**src/dmix_pkg.sv**
```systemverilog
// dmix_pkg: shared constants, types, microcode table and helpers of the
// differential thruster mixer. No dependencies.
package dmix_pkg;

    // Thruster pairs and the index width that addresses them
    localparam int NUM_PAIRS = 2;
    localparam int PAIR_W    = (NUM_PAIRS > 1) ? $clog2(NUM_PAIRS) : 1;

    // Configuration register indexes and reset values
    localparam int CFG_IDX_W = 2;
    localparam logic [CFG_IDX_W-1:0] CFG_STOP_PULSE = 2'd0;
    localparam logic [CFG_IDX_W-1:0] CFG_END_PULSE  = 2'd1;
    localparam logic [CFG_IDX_W-1:0] CFG_MAX_GEAR   = 2'd2;
    localparam logic [11:0] STOP_PULSE_RST = 12'd1500;
    localparam logic [11:0] END_PULSE_RST  = 12'd2000;
    localparam logic [3:0]  MAX_GEAR_RST   = 4'd4;

    // Stick handling
    localparam logic signed [7:0] DEADBAND = 8'sd5;
    localparam logic signed [7:0] FULL_POS = 8'sd100;
    localparam logic signed [7:0] FULL_NEG = -8'sd100;
    localparam logic [6:0]        FULL     = 7'd100;
    localparam logic [11:0]       PULSE_MAX = 12'd4095;

    // Gear step and direction codes (two-bit signed)
    localparam logic [1:0] STEP_UP   = 2'b01;
    localparam logic [1:0] STEP_DOWN = 2'b11;
    localparam logic [1:0] DIR_STOP  = 2'b00;
    localparam logic [1:0] DIR_FWD   = 2'b01;
    localparam logic [1:0] DIR_REV   = 2'b11;

    // Span divider: 12-bit span by max gear, two quotient bits per cycle
    localparam int DIVD_W    = 12;
    localparam int DVS_W     = 7;
    localparam int DIV_ITER  = DIVD_W / 2;
    localparam int DIV_CNT_W = $clog2(DIV_ITER + 1);

    // Division by 100 as a reciprocal multiply, exact for products up to 14e6
    localparam int PROD_W   = 23;
    localparam int RECIP_W  = 24;
    localparam int RECIP_SH = 30;
    localparam logic [RECIP_W-1:0] RECIP_100 = 24'd10737419;

    typedef struct packed {
        logic              start;
        logic [DIVD_W-1:0] dividend;
        logic [DVS_W-1:0]  divisor;
    } div_req_t;

    typedef struct packed {
        logic              done;
        logic [DIVD_W-1:0] quotient;
    } div_rsp_t;

    // Microcode: step addresses, datapath actions, advance conditions
    localparam int PC_W = 4;
    localparam logic [PC_W-1:0] PC_IDLE   = 4'd0;
    localparam logic [PC_W-1:0] PC_MIX    = 4'd1;
    localparam logic [PC_W-1:0] PC_INNER  = 4'd2;
    localparam logic [PC_W-1:0] PC_SPAN   = 4'd3;
    localparam logic [PC_W-1:0] PC_QUOT   = 4'd4;
    localparam logic [PC_W-1:0] PC_RANGE  = 4'd5;
    localparam logic [PC_W-1:0] PC_LSTART = 4'd6;
    localparam logic [PC_W-1:0] PC_LSCALE = 4'd7;
    localparam logic [PC_W-1:0] PC_LPULSE = 4'd8;
    localparam logic [PC_W-1:0] PC_RSTART = 4'd9;
    localparam logic [PC_W-1:0] PC_RSCALE = 4'd10;
    localparam logic [PC_W-1:0] PC_RPULSE = 4'd11;
    localparam logic [PC_W-1:0] PC_EMIT   = 4'd12;

    localparam logic [3:0] ACT_NONE    = 4'd0;
    localparam logic [3:0] ACT_CAPTURE = 4'd1;
    localparam logic [3:0] ACT_MIX     = 4'd2;
    localparam logic [3:0] ACT_INNER   = 4'd3;
    localparam logic [3:0] ACT_SPAN    = 4'd4;
    localparam logic [3:0] ACT_QUOT    = 4'd5;
    localparam logic [3:0] ACT_RANGE   = 4'd6;
    localparam logic [3:0] ACT_LSTART  = 4'd7;
    localparam logic [3:0] ACT_SCALE   = 4'd8;
    localparam logic [3:0] ACT_LPULSE  = 4'd9;
    localparam logic [3:0] ACT_RSTART  = 4'd10;
    localparam logic [3:0] ACT_RPULSE  = 4'd11;
    localparam logic [3:0] ACT_EMIT    = 4'd12;

    localparam logic [1:0] COND_ALWAYS = 2'd0;
    localparam logic [1:0] COND_IN     = 2'd1;
    localparam logic [1:0] COND_DIV    = 2'd2;
    localparam logic [1:0] COND_OUT    = 2'd3;

    // One control word: action fires and the step jumps when cond holds
    typedef struct packed {
        logic [3:0]      act;
        logic [1:0]      cond;
        logic [PC_W-1:0] next_pc;
    } uword_t;

    function automatic uword_t ucode(input logic [PC_W-1:0] pc);
        uword_t w;
        case (pc)
            PC_IDLE:   w = '{ACT_CAPTURE, COND_IN,     PC_MIX};
            PC_MIX:    w = '{ACT_MIX,     COND_ALWAYS, PC_INNER};
            PC_INNER:  w = '{ACT_INNER,   COND_ALWAYS, PC_SPAN};
            PC_SPAN:   w = '{ACT_SPAN,    COND_ALWAYS, PC_QUOT};
            PC_QUOT:   w = '{ACT_QUOT,    COND_DIV,    PC_RANGE};
            PC_RANGE:  w = '{ACT_RANGE,   COND_ALWAYS, PC_LSTART};
            PC_LSTART: w = '{ACT_LSTART,  COND_ALWAYS, PC_LSCALE};
            PC_LSCALE: w = '{ACT_SCALE,   COND_ALWAYS, PC_LPULSE};
            PC_LPULSE: w = '{ACT_LPULSE,  COND_ALWAYS, PC_RSTART};
            PC_RSTART: w = '{ACT_RSTART,  COND_ALWAYS, PC_RSCALE};
            PC_RSCALE: w = '{ACT_SCALE,   COND_ALWAYS, PC_RPULSE};
            PC_RPULSE: w = '{ACT_RPULSE,  COND_ALWAYS, PC_EMIT};
            PC_EMIT:   w = '{ACT_EMIT,    COND_OUT,    PC_IDLE};
            default:   w = '{ACT_NONE,    COND_ALWAYS, PC_IDLE};
        endcase
        return w;
    endfunction

    // Clamp a stick value to -100..100
    function automatic logic signed [7:0] clamp100(input logic signed [7:0] v);
        logic signed [7:0] r;
        if (v > FULL_POS)
            r = FULL_POS;
        else if (v < FULL_NEG)
            r = FULL_NEG;
        else
            r = v;
        return r;
    endfunction

    // Saturate a signed pulse width to 0..4095
    function automatic logic [11:0] sat_pulse(input logic signed [17:0] v);
        logic [11:0] r;
        if (v < 18'sd0)
            r = '0;
        else if (v > $signed({6'b0, PULSE_MAX}))
            r = PULSE_MAX;
        else
            r = v[11:0];
        return r;
    endfunction

endpackage

```
**src/dmix_div.sv**
```systemverilog
// dmix_div: unsigned divider of the thruster mixer, radix 4,
// one pair of quotient bits per cycle. Depends on dmix_pkg.
module dmix_div
(
    input  logic               clk,
    input  logic               rst_n,
    input  dmix_pkg::div_req_t req,
    output dmix_pkg::div_rsp_t rsp
);

    logic [dmix_pkg::DIV_CNT_W-1:0] cnt_reg;
    logic [dmix_pkg::DIVD_W-1:0]    quo_reg;
    logic [dmix_pkg::DVS_W-1:0]     rem_reg;
    logic [dmix_pkg::DVS_W-1:0]     dvs_reg;

    logic [dmix_pkg::DVS_W:0]   t1;
    logic [dmix_pkg::DVS_W:0]   t2;
    logic [dmix_pkg::DVS_W-1:0] r1;
    logic [dmix_pkg::DVS_W-1:0] r2;
    logic                       b1;
    logic                       b2;

    // Two restoring steps; the remainder always stays below the divisor
    always_comb
    begin
        t1 = {rem_reg, quo_reg[dmix_pkg::DIVD_W-1]};
        b1 = (t1 >= {1'b0, dvs_reg});
        r1 = b1 ? dmix_pkg::DVS_W'(t1 - {1'b0, dvs_reg}) : t1[dmix_pkg::DVS_W-1:0];
        t2 = {r1, quo_reg[dmix_pkg::DIVD_W-2]};
        b2 = (t2 >= {1'b0, dvs_reg});
        r2 = b2 ? dmix_pkg::DVS_W'(t2 - {1'b0, dvs_reg}) : t2[dmix_pkg::DVS_W-1:0];
    end

    // Iteration counter
    always_ff @(posedge clk or negedge rst_n)
    begin
        if (!rst_n)
        begin
            cnt_reg <= '0;
        end
        else if (req.start)
        begin
            cnt_reg <= dmix_pkg::DIV_CNT_W'(dmix_pkg::DIV_ITER);
        end
        else if (cnt_reg != '0)
        begin
            cnt_reg <= cnt_reg - 1'b1;
        end
    end

    // Quotient shifts in from the bottom as the dividend shifts out the top
    always_ff @(posedge clk)
    begin
        if (req.start)
        begin
            quo_reg <= req.dividend;
            rem_reg <= '0;
            dvs_reg <= req.divisor;
        end
        else if (cnt_reg != '0)
        begin
            quo_reg <= {quo_reg[dmix_pkg::DIVD_W-3:0], b1, b2};
            rem_reg <= r2;
        end
    end

    assign rsp.done     = (cnt_reg == '0);
    assign rsp.quotient = quo_reg;

endmodule

```
**src/differential_thruster_mixer_unit.sv**
```systemverilog
// Differential thruster mixer: joystick command to per-motor direction,
// power and ESC pulse width, with a gear level kept per thruster pair.
// One command at a time: a new command is taken only at the idle step, after
// the previous result is emitted; the sequencer waits at its quotient step on
// the span divider. A stalled result holds the sequencer at its emit step.
// Reset (async, active low): pulse settings 1500/2000 us, max gear 4,
// all gear levels 0, sequencer idle, no result pending.
module differential_thruster_mixer_unit
(
    input  logic                            clk,
    input  logic                            rst_n,
    // configuration write port
    input  logic                            cfg_we,
    input  logic [dmix_pkg::CFG_IDX_W-1:0]  cfg_index,
    input  logic [11:0]                     cfg_data,
    // command input
    input  logic                            s_tvalid,
    output logic                            s_tready,
    input  logic [23:0]                     s_tdata,  // stick_x, stick_y, gear_step
    input  logic                            s_tuser,  // pair_select
    // result output
    output logic                            m_tvalid,
    input  logic                            m_tready,
    output logic [47:0]                     m_tdata,  // left_dir, left_power, right_dir,
                                                      // right_power, gear_now,
                                                      // left_pulse_us, right_pulse_us
    output logic                            m_tuser   // pair_echo
);

    // Configuration registers
    logic [11:0] stop_reg;
    logic [11:0] end_reg;
    logic [3:0]  max_gear_reg;

    // Sequencer
    logic [dmix_pkg::PC_W-1:0] pc_reg;
    dmix_pkg::uword_t          uw;
    logic                      fire;

    // Datapath registers
    logic                          sel_reg;
    logic signed [7:0]             x_reg;
    logic signed [7:0]             y_reg;
    logic [1:0]                    step_reg;
    logic [3:0]                    gear_level_reg [dmix_pkg::NUM_PAIRS];
    logic [3:0]                    gear_reg;
    logic [1:0]                    d1_reg;
    logic [1:0]                    d2_reg;
    logic [6:0]                    p1_reg;
    logic [6:0]                    p2_reg;
    logic                          inner_l_reg;
    logic                          inner_r_reg;
    logic                          span_neg_reg;
    logic signed [12:0]            q_reg;
    logic signed [16:0]            range_reg;
    logic [dmix_pkg::PROD_W-1:0]   prod_reg;
    logic [15:0]                   scaled_reg;
    logic [11:0]                   lpulse_reg;
    logic [11:0]                   rpulse_reg;
    logic                          m_tvalid_reg;
    logic [47:0]                   m_tdata_reg;
    logic                          m_tuser_reg;

    // Combinational datapath
    logic [dmix_pkg::PAIR_W-1:0] pidx;
    logic [3:0]                  g_cur;
    logic [3:0]                  g_new;
    logic [6:0]                  ax;
    logic [6:0]                  ay;
    logic                        y_move;
    logic                        y_fwd;
    logic                        x_right;
    logic                        x_left;
    logic signed [12:0]          span;
    logic [11:0]                 span_abs;
    logic [6:0]                  max_div;
    logic signed [17:0]          range_prod;
    logic [15:0]                 range_abs;
    logic [15:0]                 mul_a;
    logic [6:0]                  mul_b;
    logic [22:0]                 mul_p;
    logic [dmix_pkg::PROD_W+dmix_pkg::RECIP_W-1:0] recip_p;
    logic [15:0]                 recip_q;
    logic                        pulse_neg;
    logic signed [17:0]          stop_ext;
    logic signed [17:0]          off_ext;
    logic signed [17:0]          pulse_sum;
    logic [11:0]                 pulse_sat;
    dmix_pkg::div_req_t          div_req;
    dmix_pkg::div_rsp_t          div_rsp;

    // Configuration writes
    always_ff @(posedge clk or negedge rst_n)
    begin
        if (!rst_n)
        begin
            stop_reg     <= dmix_pkg::STOP_PULSE_RST;
            end_reg      <= dmix_pkg::END_PULSE_RST;
            max_gear_reg <= dmix_pkg::MAX_GEAR_RST;
        end
        else if (cfg_we)
        begin
            case (cfg_index)
                dmix_pkg::CFG_STOP_PULSE: stop_reg     <= cfg_data;
                dmix_pkg::CFG_END_PULSE:  end_reg      <= cfg_data;
                dmix_pkg::CFG_MAX_GEAR:   max_gear_reg <= cfg_data[3:0];
                default:                  ;
            endcase
        end
    end

    // Control word fetch and advance condition
    assign uw = dmix_pkg::ucode(pc_reg);

    always_comb
    begin
        case (uw.cond)
            dmix_pkg::COND_ALWAYS: fire = 1'b1;
            dmix_pkg::COND_IN:     fire = s_tvalid;
            dmix_pkg::COND_DIV:    fire = div_rsp.done;
            dmix_pkg::COND_OUT:    fire = !m_tvalid_reg || m_tready;
            default:               fire = 1'b1;
        endcase
    end

    assign s_tready = (uw.cond == dmix_pkg::COND_IN);

    always_ff @(posedge clk or negedge rst_n)
    begin
        if (!rst_n)
            pc_reg <= dmix_pkg::PC_IDLE;
        else if (fire)
            pc_reg <= uw.next_pc;
    end

    // Stick decode
    assign ax      = x_reg[7] ? 7'(-x_reg) : x_reg[6:0];
    assign ay      = y_reg[7] ? 7'(-y_reg) : y_reg[6:0];
    assign y_fwd   = (y_reg > dmix_pkg::DEADBAND);
    assign y_move  = y_fwd || (y_reg < -dmix_pkg::DEADBAND);
    assign x_right = (x_reg > dmix_pkg::DEADBAND);
    assign x_left  = (x_reg < -dmix_pkg::DEADBAND);

    // Gear update for the selected pair
    assign pidx  = (dmix_pkg::NUM_PAIRS > 1) ? dmix_pkg::PAIR_W'(sel_reg) : '0;
    assign g_cur = gear_level_reg[pidx];

    always_comb
    begin
        g_new = g_cur;
        if (step_reg == dmix_pkg::STEP_UP && g_cur < max_gear_reg)
            g_new = g_cur + 4'd1;
        else if (step_reg == dmix_pkg::STEP_DOWN && g_cur != 4'd0)
            g_new = g_cur - 4'd1;
    end

    // Pulse span and per-gear range
    assign span       = $signed({1'b0, end_reg}) - $signed({1'b0, stop_reg});
    assign span_abs   = span[12] ? 12'(-span) : span[11:0];
    assign max_div    = (max_gear_reg == 4'd0) ? 7'd1 : {3'b0, max_gear_reg};
    assign range_prod = 18'(q_reg) * 18'($signed({1'b0, gear_reg}));
    assign range_abs  = range_reg[16] ? 16'(-range_reg) : range_reg[15:0];

    // Shared multiplier: inner-motor product or range times power
    always_comb
    begin
        case (uw.act)
            dmix_pkg::ACT_MIX:
            begin
                mul_a = 16'(dmix_pkg::FULL - ax);
                mul_b = ay;
            end
            dmix_pkg::ACT_RSTART:
            begin
                mul_a = range_abs;
                mul_b = p2_reg;
            end
            default:
            begin
                mul_a = range_abs;
                mul_b = p1_reg;
            end
        endcase
    end

    assign mul_p = mul_a * mul_b;

    // Registered product divided by 100 through the reciprocal
    assign recip_p = prod_reg * dmix_pkg::RECIP_100;
    assign recip_q = recip_p[dmix_pkg::RECIP_SH +: 16];

    // Span divider request
    always_comb
    begin
        div_req.start    = (uw.act == dmix_pkg::ACT_SPAN);
        div_req.dividend = span_abs;
        div_req.divisor  = max_div;
    end

    dmix_div u_div
    (
        .clk   (clk),
        .rst_n (rst_n),
        .req   (div_req),
        .rsp   (div_rsp)
    );

    // Pulse: stop plus or minus the scaled offset, then saturate
    always_comb
    begin
        if (uw.act == dmix_pkg::ACT_RPULSE)
            pulse_neg = range_reg[16] ^ (d2_reg == dmix_pkg::DIR_REV);
        else
            pulse_neg = range_reg[16] ^ (d1_reg == dmix_pkg::DIR_REV);
        stop_ext  = $signed({6'b0, stop_reg});
        off_ext   = $signed({2'b0, scaled_reg});
        pulse_sum = pulse_neg ? (stop_ext - off_ext) : (stop_ext + off_ext);
        pulse_sat = dmix_pkg::sat_pulse(pulse_sum);
    end

    // Gear levels per pair
    always_ff @(posedge clk or negedge rst_n)
    begin
        if (!rst_n)
        begin
            for (int i = 0; i < dmix_pkg::NUM_PAIRS; i++)
                gear_level_reg[i] <= '0;
        end
        else if (fire && uw.act == dmix_pkg::ACT_MIX)
        begin
            gear_level_reg[pidx] <= g_new;
        end
    end

    // Datapath actions, one per control word
    always_ff @(posedge clk)
    begin
        if (fire)
        begin
            case (uw.act)
                dmix_pkg::ACT_CAPTURE:
                begin
                    sel_reg  <= s_tuser;
                    x_reg    <= dmix_pkg::clamp100($signed(s_tdata[7:0]));
                    y_reg    <= dmix_pkg::clamp100($signed(s_tdata[15:8]));
                    step_reg <= s_tdata[17:16];
                end
                dmix_pkg::ACT_MIX:
                begin
                    gear_reg <= g_new;
                    prod_reg <= mul_p;
                    if (y_move)
                    begin
                        d1_reg      <= y_fwd ? dmix_pkg::DIR_FWD : dmix_pkg::DIR_REV;
                        d2_reg      <= y_fwd ? dmix_pkg::DIR_FWD : dmix_pkg::DIR_REV;
                        p1_reg      <= ay;
                        p2_reg      <= ay;
                        inner_l_reg <= x_left;
                        inner_r_reg <= x_right;
                    end
                    else
                    begin
                        inner_l_reg <= 1'b0;
                        inner_r_reg <= 1'b0;
                        if (x_right)
                        begin
                            d1_reg <= dmix_pkg::DIR_FWD;
                            d2_reg <= dmix_pkg::DIR_REV;
                            p1_reg <= ax;
                            p2_reg <= ax;
                        end
                        else if (x_left)
                        begin
                            d1_reg <= dmix_pkg::DIR_REV;
                            d2_reg <= dmix_pkg::DIR_FWD;
                            p1_reg <= ax;
                            p2_reg <= ax;
                        end
                        else
                        begin
                            d1_reg <= dmix_pkg::DIR_STOP;
                            d2_reg <= dmix_pkg::DIR_STOP;
                            p1_reg <= '0;
                            p2_reg <= '0;
                        end
                    end
                end
                dmix_pkg::ACT_INNER:
                begin
                    // scaled power for the motor on the inside of the turn
                    if (inner_l_reg)
                        p1_reg <= recip_q[6:0];
                    if (inner_r_reg)
                        p2_reg <= recip_q[6:0];
                end
                dmix_pkg::ACT_SPAN:
                begin
                    span_neg_reg <= span[12];
                end
                dmix_pkg::ACT_QUOT:
                begin
                    // truncating signed quotient of span by max gear
                    if (span_neg_reg)
                        q_reg <= -$signed({1'b0, div_rsp.quotient[11:0]});
                    else
                        q_reg <= $signed({1'b0, div_rsp.quotient[11:0]});
                end
                dmix_pkg::ACT_RANGE:
                begin
                    range_reg <= range_prod[16:0];
                end
                dmix_pkg::ACT_LSTART,
                dmix_pkg::ACT_RSTART:
                begin
                    prod_reg <= mul_p;
                end
                dmix_pkg::ACT_SCALE:
                begin
                    scaled_reg <= recip_q;
                end
                dmix_pkg::ACT_LPULSE:
                begin
                    lpulse_reg <= pulse_sat;
                end
                dmix_pkg::ACT_RPULSE:
                begin
                    rpulse_reg <= pulse_sat;
                end
                default:
                begin
                end
            endcase
        end
    end

    // Output register
    always_ff @(posedge clk or negedge rst_n)
    begin
        if (!rst_n)
            m_tvalid_reg <= 1'b0;
        else if (fire && uw.act == dmix_pkg::ACT_EMIT)
            m_tvalid_reg <= 1'b1;
        else if (m_tready)
            m_tvalid_reg <= 1'b0;
    end

    always_ff @(posedge clk)
    begin
        if (fire && uw.act == dmix_pkg::ACT_EMIT)
        begin
            m_tuser_reg <= sel_reg;
            m_tdata_reg <= {2'b00, rpulse_reg, lpulse_reg, gear_reg,
                            p2_reg, d2_reg, p1_reg, d1_reg};
        end
    end

    assign m_tvalid = m_tvalid_reg;
    assign m_tdata  = m_tdata_reg;
    assign m_tuser  = m_tuser_reg;

endmodule

```
**config.mk**
```make
export PLATFORM = sky130hd
export DESIGN_NAME = differential_thruster_mixer_unit
export DESIGN_NICKNAME = d
export VERILOG_FILES = /design/src/dmix_pkg.sv /design/src/dmix_div.sv /design/src/differential_thruster_mixer_unit.sv
export SDC_FILE = /design/constraint.sdc
export NUM_CORES = 1
export LEC_CHECK = 0
export BUFFER_PORTS_ARGS = -buffer_cell sky130_fd_sc_hd__buf_2
export CORE_ASPECT_RATIO = 1.25
export CORE_MARGIN = 8
export CORE_UTILIZATION = 29
export CTS_CLUSTER_SIZE = 14
export DETAILED_ROUTE_END_ITERATION = 10
export PLACE_DENSITY = 0.46
export SYNTH_ARGS = -nofsm -noshare
export SYNTH_HDL_FRONTEND = slang
export SYNTH_HIERARCHICAL = 1
export SYNTH_SLANG_ARGS = --single-unit
```
**constraint.sdc**
```tcl
create_clock -name clk -period 16.1 [get_ports clk]
set_input_delay 0 -clock clk [delete_from_list [all_inputs] [get_ports clk]]
set_output_delay 0 -clock clk [all_outputs]
set_load 0.1 [all_outputs]
```
* Yosys cells after proc, flatten, opt, wreduce, memory -nomap -nowiden *
Memories as Yosys holds them, arrays and structs flattened.
Cells that the tools add are included.

cells by class
  magnitude comparators = 15
  multiply operators = 3
  $add $sub $neg = 14
  reduce and logical (&&, ||, !) cells = 34
  equal/unequal tests = 23
  bitwise logic cells = 3
  mux-type cells = 44

operators by type and width
  cell                    count
  $mux 12                 6
  $mux 7                  9
  $mul 23x24->46 const B  1
  $pmux 7 s2              3
  $mux 16                 2
  $mux 4                  6
  $reduce_and 2->1        12
  $mul 16x7->23           1
  $eq 4x4->1 const B      5
  $gt 18x13->1 const B    1
  $lt 18x1->1 const B     1
  $mux 18                 1
  $add 12x16->17          1
  $mul 13x5->17           1
  $sub 12x16->17          1
  $eq 4x3->1 const B      4
  $ge 8x7->1              2
  $gt 8x4->1 const B      2
  $gt 8x8->1 const B      2
  $lt 8x4->1 const B      2
  $lt 8x8->1 const B      2
  $mux 8                  2
  $neg 16->16             1
  $neg 7->7               2
  36 further kinds        66

word-level totals
  bits of input ports = 44
  bits in read-only memories = 160
  bits in registers = 254
  output and inout port bits = 51
  logic and storage cells = 172
  memories kept = 1

memory list
  memory           depth  bits a word  read ports  clocked after memory_dff  wr ports  RTL line        text
  (no name shown)  16     10           1           0                         0         dmix_pkg.sv:99  case (pc)

* Logic depth before layout (Yosys ltp) *
Gate-level depths: netlist of the first run.

  depth in word-level cells = 9
  depth in mapped cells = 28
  depth with buffers taken out = 28

* By module *
Netlist of the first run, hierarchy kept.

modules (own cells, without submodules)
  module                            area an instance (µm²)  instances  cells an instance  sequential area each (µm²)
  differential_thruster_mixer_unit  25416.9                 1          2468               6508.7
  dmix_div                          1928.1                  1          183                785.8

* Worst setup path after synthesis of the first run *
No wires, ideal clock.

  kind = register -> register
  from = reg pc_reg[0] in the netlist's numbering
  to = reg prod_reg[22] in the netlist's numbering, data pin
  arrival time = 7.173 ns
  required time = 15.942 ns
  clock period less this slack = 7.331 ns
  slack = 8.769 ns
  path buffers = 1
  library setup time = 0.158 ns
  stages on the path, launching flop included = 25
  cells stage by stage = dfrtp_1 -> clkinv_1 -> ha_1 -> clkbuf_1 -> nand2_1 -> nor2_1 -> nor2_1 -> a221oi_1 -> nor2_1 -> fa_1 -> fa_1 -> fa_1 -> inv_1 -> fa_1 -> inv_1 -> ha_1 -> nand3_1 -> o22ai_1 -> o41a_1 -> a221o_1 -> a21o_1 -> a21oi_1 -> o2111ai_1 -> a2111o_1 -> o211ai_1

on the way
  cells in the longest elaborated chain, start to end = 4
  elaborated cells between the ends (all ways) = 6
  those cells by class = mul (1); eq/ne (2); mux (2); memory (1)

ends and longest elaborated chain
  what                                      RTL line                                 text
  start, declared                           differential_thruster_mixer_unit.sv:36   logic [dmix_pkg::PC_W-1:0] pc_reg;
  start signal, assigned                    differential_thruster_mixer_unit.sv:131  pc_reg <= dmix_pkg::PC_IDLE;
  start signal, assigned                    differential_thruster_mixer_unit.sv:133  pc_reg <= uw.next_pc;
  $mem_v2 16x10 *                           -
  $eq 4x4->1 or $eq 4x2->1 (tied branches)  differential_thruster_mixer_unit.sv:167  case (uw.act)
  $pmux 7 s2 or $mux 16 (tied branches)     differential_thruster_mixer_unit.sv:167
  $mul 16x7->23 *                           differential_thruster_mixer_unit.sv:186  assign mul_p = mul_a * mul_b;
  named net mul_p[22]                       differential_thruster_mixer_unit.sv:81   logic [22:0] mul_p;
  end signal, assigned                      differential_thruster_mixer_unit.sv:251  prod_reg <= mul_p;
  end signal, assigned                      differential_thruster_mixer_unit.sv:315  prod_reg <= mul_p;
  end, declared                             differential_thruster_mixer_unit.sv:56   logic [dmix_pkg::PROD_W-1:0] prod_reg;

The timed path passes the listed nets; every way through them passes the cells marked *.
A chain may end at the register's enable or synchronous reset.

* Worst setup path after layout of the first run *
Same ends and word-level chain as after synthesis.

==> reports/metrics.yaml, run 1 <==
gp_congestion: 0.843
place_hpwl_um: 57700
dp.cells: 3926
rows: 126
hold_viol: 0
max_slew_margin_pct: 24.7
worst-path-max-fanout: 16
finalClockSkew_ns: 0.0240
path_class: "register to register"
chipWidth_um: 291
drc_errors: 0
area_delta_synth_final_pct: 13.3
yosys_warnings: 6
antenna_found_initial: 5
final_cells: 4052
die_y_um: 359
grt_pass1_vias: 19946
period_needed_ns: 8.42
regArea_mm2: 0.00729
avgSynthCellArea_um2: 10.3
path_clk_slew_ns: 0.06
ff2ff_setup_slack_ns: 7.68
synth_cell_types: 85
reg2reg_from: "pc_reg[0]$_DFFE_PN0P_"
cts_setup_buffers: 0
fill_cells: 9752
cp.arrival_ns: 8.83
synthArstFlopShare_pct: 17.5
cts_root_buf: "clkbuf_16"
cp_data_required_time_ns: 16.51
drt-initial-drc-count: 716
die_area_mm2: 0.104
vias_per_cell: 4.59
grt_pass1_wl_um: 111000
final_cell_area_mm2: 0.0310
tns_ns: 0
synth_edf_count: 201
largest_register_ffs: 45
drv_cap: 0
layout_commonest_cell: "inv_1"
drive_gt1_share_pct: 8.99
synth_seq_area_share_pct: 26.7
tritoncts: "built"
ys_seq_elements: 252
syn_inst: 2651
rsz0062_at_grt: "false"
grt_use_total_pct: 13.2
cts_resized: 0
worst_pin_slew_ns: 1.13
cts_inserted_buffers: 29
grt_max_degree: 47
cts_max_level: 1
finalMaxSlewViolations: 0
num_antenna_cells: 0
hold_class: "input port to async pin"
reg2reg_depth: 25
final_cell_mix: "inv_1, ha_1, fa_1, nor2_1, edfxtp_1"
antenna_left: 0
dr.pass1.iters: 5
clk_latency_ns: 0.59
cp-startpoint: "pc_reg[0]$_DFFE_PN0P_"
wl_um: 69000
crit_path_end: "prod_reg[22]$_DFFE_PP_"
worstSetupStartpointType: "register"
fin_nets: 3532
syn-cell-area_mm2: 0.0273
io_buffers: 86
clockBufferDepth: 3
overflow: 0
ys.flop_type: "edfxtp_1"
numClockSinks: 252
r2r-end: "prod_reg[22]$_DFFE_PP_"
post-route-period-util_pct: 52.3
wl_per_cell_um: 17.0
core_area_mm2: 0.0940
fmax_ghz: 0.119
placed_area_mm2: 0.0293
ioPinCount: 95
crit_path_end_kind: "register"
setup_viol: 0
multiInputGateArea_mm2: 0.0180
outcome: "completed"
floorplan.initialDensity_pct: 29.1
hold_slack_ns: 0.0336
via_count: 18587
-- kinds of logic (layout without fill, tap and decap cells) --
| group | after synthesis | after routing | synth area share (%) |
|---|---|---|---|
| buffers and inverters | 560 | 741 | 7.77 |
| AO/OA/AOI/OAI | 392 | 392 | 9.78 |
| XOR/XNOR | 134 | 134 | 4.32 |
| AND/OR/NAND/NOR | 582 | 582 | 10.2 |
| adder cells (fa/ha/maj) | 675 | 675 | 39.0 |
| other | 1 | 5 | 0.0137 |
| multiplexers | 55 | 55 | 2.21 |
| flip-flops | 252 | 252 | 26.7 |
-- cells in the mapped netlist, types with 14 or more instances --
| master | instances | area, um2 |
|---|---|---|
| dfstp_2 | 14 | 368 |
| fa_1 | 295 | 5910 |
| nor2b_1 | 24 | 150 |
| xnor2_1 | 87 | 762 |
| nand2_1 | 119 | 447 |
| or2_2 | 23 | 144 |
| mux2i_1 | 14 | 140 |
| and2_1 | 47 | 294 |
| o21ai_0 | 82 | 410 |
| xor2_1 | 46 | 403 |
| or3_1 | 21 | 131 |
| nor2_1 | 214 | 803 |
| nand2b_1 | 35 | 219 |
| a211oi_1 | 15 | 113 |
| mux2_2 | 40 | 450 |
| ha_1 | 380 | 4750 |
| dfrtp_1 | 30 | 751 |
| a21oi_1 | 88 | 440 |
| clkbuf_1 | 42 | 158 |
| edfxtp_1 | 201 | 6040 |
| o31ai_1 | 16 | 120 |
| nand3_1 | 20 | 100 |
| o21a_1 | 16 | 120 |
| o211ai_1 | 14 | 105 |
| nor3_1 | 26 | 130 |
| a21o_1 | 40 | 300 |
| inv_1 | 507 | 1900 |
-- worst max-delay path: stages (launching register included) --
cell	delay, ns
dfrtp_1	0.53
clkinv_1	0.30
ha_1	0.56
nand2_1	0.17
nor2_1	0.74
nor2_1	0.39
a221oi_1	0.34
buf_4	0.29
or2_2	0.16
fa_1	0.44
fa_1	0.55
inv_1	0.05
fa_1	0.52
inv_1	0.05
fa_1	0.52
inv_1	0.04
ha_1	0.36
a21oi_1	0.16
o22ai_1	0.12
o41a_1	0.38
a221o_1	0.37
a21o_1	0.21
a21oi_1	0.28
o2111ai_1	0.21
a2111o_1	0.39
o211ai_1	0.10
-- layout make-up --
class | count | area share (%)
Sequential cell | 252 | 23.5
Clock buffer | 39 | 2.50
Inverter | 508 | 6.16
Tap cell | 1216 | 4.91
Timing Repair Buffer | 179 | 4.22
Multi-Input combinational cell | 1843 | 58.0
Clock inverter | 15 | 0.626
-- worst min path at each step --
stage           from                     endpoint  slack, ns  depth (start not counted)
2_1_floorplan  rst_n       end_reg[0]$_DFFE_PN0P_      -0.30                          0
3_3_place_gp   rst_n  max_gear_reg[3]$_DFFE_PN0P_       0.15                          2
3_5_place_dp   rst_n  max_gear_reg[3]$_DFFE_PN0P_       0.15                          2
4_1_cts        rst_n       end_reg[2]$_DFFE_PN0P_       0.03                          3
5_1_grt        rst_n       end_reg[2]$_DFFE_PN0P_       0.08                          3
6_report       rst_n       end_reg[1]$_DFFE_PN0P_       0.03                          3
-- stage by stage --
stage / worst slack [ns] / util, %
CTS: 7.59 / 33.0
floorplan: 8.77 / -
global route: 7.08 / 33.0
global placement: 7.71 / 31.2
finish: 7.68 / 33.0
detailed placement: 7.63 / 31.2
-- repair_timing --
action | CTS | global route
hold buffers | 72 | 0
endpoints found under the setup margin | 0 | 0
hold endpoints to repair | 92 | 0
-- routing by layer --
layer / vias up / GRT usage, % / wire length, um
met5: - / 0 / 0
met4: 0 / 4.15 / 2240
met3: 102 / 1.47 / 2030
met2: 243 / 24.1 / 34800
met1: 9087 / 16.1 / 30000
li1: 9155 / - / -
Power of run 1 is not shown: default switching activity piles up to over one toggle a cycle in this logic, so the estimate is an artifact.
==> run 2, diff against run 1 <==
- clock period: 16.1 -> 8.5 ns (I/O delays scaled with it)
==> reports/metrics.yaml, run 2 (synthesis gave the netlist of run 1 again) <==
floorplan.initialDensity_pct: 29.1  # unchanged
die_y_um: 359  # unchanged
grt_max_degree: 47  # unchanged
grt_pass1_wl_um: 111000  # +0.56%
area_delta_synth_final_pct: 13.6
cts_max_level: 1  # unchanged
ff2ff_setup_slack_ns: 0.63  # -7.04 ns
wl_met3_um: 1890  # -6.7%
met1_length_um: 30200  # +0.69%
cp.arrival_ns: 8.29  # -0.54 ns
rows: 126  # unchanged
wl_per_cell_um: 17.1  # +0.16%
final_cell_mix: "inv_1, ha_1, fa_1, nor2_1, edfxtp_1"
drv_cap: 0  # unchanged
worstSetupStartpointType: "register"
tns_ns: 0  # unchanged
fin_nets: 3538  # +0.17%
chipWidth_um: 291  # unchanged
crit_slowest_cell: "fa_1"
crit_top_cell: "fa_1"
drc_errors: 0  # unchanged
outcome: "completed"
final_cell_area_mm2: 0.0311  # +0.29%
path_clk_slew_ns: 0.07  # about the same
cp-startpoint: "pc_reg[0]$_DFFE_PN0P_"
fmax_ghz: 0.127  # +7.1%
fill_cells: 9679  # -0.75%
numClockSinks: 252  # unchanged
path_class: "register to register"
highest_layer: "met4"
reg2reg_from: "pc_reg[0]$_DFFE_PN0P_"
antenna_left: 0  # unchanged
r2r-end: "prod_reg[22]$_DFFE_PP_"
crit_path_end: "prod_reg[22]$_DFFE_PP_"
grt_use_total_pct: 13.2  # +0.052 points
wl_um: 69200  # +0.28%
gp_congestion: 0.870  # +3.2%
largest_register_ffs: 45  # unchanged
hold_viol: 0  # unchanged
ioPinCount: 95  # unchanged
drt-initial-drc-count: 776  # +8.4%
cts_setup_buffers: 0  # unchanged
worst-path-max-fanout: 16  # unchanged
placed_area_mm2: 0.0293  # +0.21%
post-route-period-util_pct: 92.5  # +40 points
via_count: 18530  # -0.31%
finalClockSkew_ns: 0.0132  # -0.0108 ns
crit_path_end_kind: "register"
slowest_delay_ns: 0.53  # -0.21 ns
clockBufferDepth: 3  # unchanged
grt_pass1_vias: 19767  # -0.90%
final_cells: 4057  # +0.12%
dp.cells: 3934  # +0.20%
hold_class: "input port to async pin"
core_area_mm2: 0.0940  # unchanged
antenna_found_initial: 5  # unchanged
worst_pin_slew_ns: 1.12  # -0.0134 ns
dr_wl_met2_um: 35700  # +2.7%
die_area_mm2: 0.104  # unchanged
cp_data_required_time_ns: 8.92  # -7.59 ns
dr.pass1.iters: 5  # unchanged
num_antenna_cells: 0  # unchanged
io_buffers: 86  # unchanged
tritoncts: "built"
clk_latency_ns: 0.58  # about the same
layout_commonest_cell: "inv_1"
drive_gt1_share_pct: 9.54  # +0.55 points
cts_inserted_buffers: 29  # unchanged
rsz0062_at_grt: "false"
finalMaxSlewViolations: 0  # unchanged
vias_per_cell: 4.57  # -0.43%
place_hpwl_um: 58000  # +0.68%
reg2reg_depth: 26  # +4.0%
max_slew_margin_pct: 25.4  # +0.70 points
setup_viol: 0  # unchanged
period_needed_ns: 7.87  # -0.556 ns
cts_root_buf: "clkbuf_16"
overflow: 0  # unchanged
==> run 2: stage by stage <==
stage	util, %	worst slack (ns)	hold slack, ns
2_1_floorplan	-	1.17	-0.296
3_3_place_gp	31.2	0.684	0.148
3_5_place_dp	31.2	0.610	0.151
4_1_cts	33.1	0.584	0.0321
5_1_grt	33.1	0.141	0.0657
6_report	33.1	0.634	0.0480
==> run 2: routing by layer <==
layer | global-route usage [%] | up-vias
met2 | 24.6 | 213
met5 | 0 | -
met3 | 1.41 | 69
met4 | 2.87 | 0
li1 | - | 9169
met1 | 16.3 | 9079
==> run 2: worst min path at each step <==
stage / startpoint / endpoint / slack [ns]
2_1_floorplan: rst_n / end_reg[0]$_DFFE_PN0P_ / -0.30
3_3_place_gp: rst_n / u_div/cnt_reg[2]$_DFFE_PN0P_ / 0.15
3_5_place_dp: rst_n / u_div/cnt_reg[2]$_DFFE_PN0P_ / 0.15
4_1_cts: s_tvalid / pc_reg[2]$_DFFE_PN0P_ / 0.03
5_1_grt: rst_n / end_reg[0]$_DFFE_PN0P_ / 0.07
6_report: rst_n / u_div/cnt_reg[2]$_DFFE_PN0P_ / 0.05
==> run 2: timing repair <==
| item | in CTS | in global routing |
|---|---|---|
| resized for setup | 0 | 0 |
| endpoints found under the hold margin | 92 | 0 |
| hold buffers | 70 | 0 |
==> run 2: layout make-up <==
type | instances | area (um2) | share of cell area [%]
clock buffer | 30 | 729 | 2.35
clock inverter | 23 | 288 | 0.926
inverter | 508 | 1910 | 6.14
multi-input combinational | 1843 | 18000 | 57.9
sequential | 252 | 7290 | 23.5
tap | 1216 | 1520 | 4.90
timing repair buffer | 185 | 1350 | 4.34
==> run 2: critical path: cells and delay by family (launching register included) <==
kind	cells	cell delay [ns]
AOI/OAI and AO/OA	10	2.35
DFF	1	0.52
adders and majority gates	6	2.88
buffers and inverters	6	0.88
and+or+nand+nor	4	1.07
Power of run 2 is left out for the same reason.
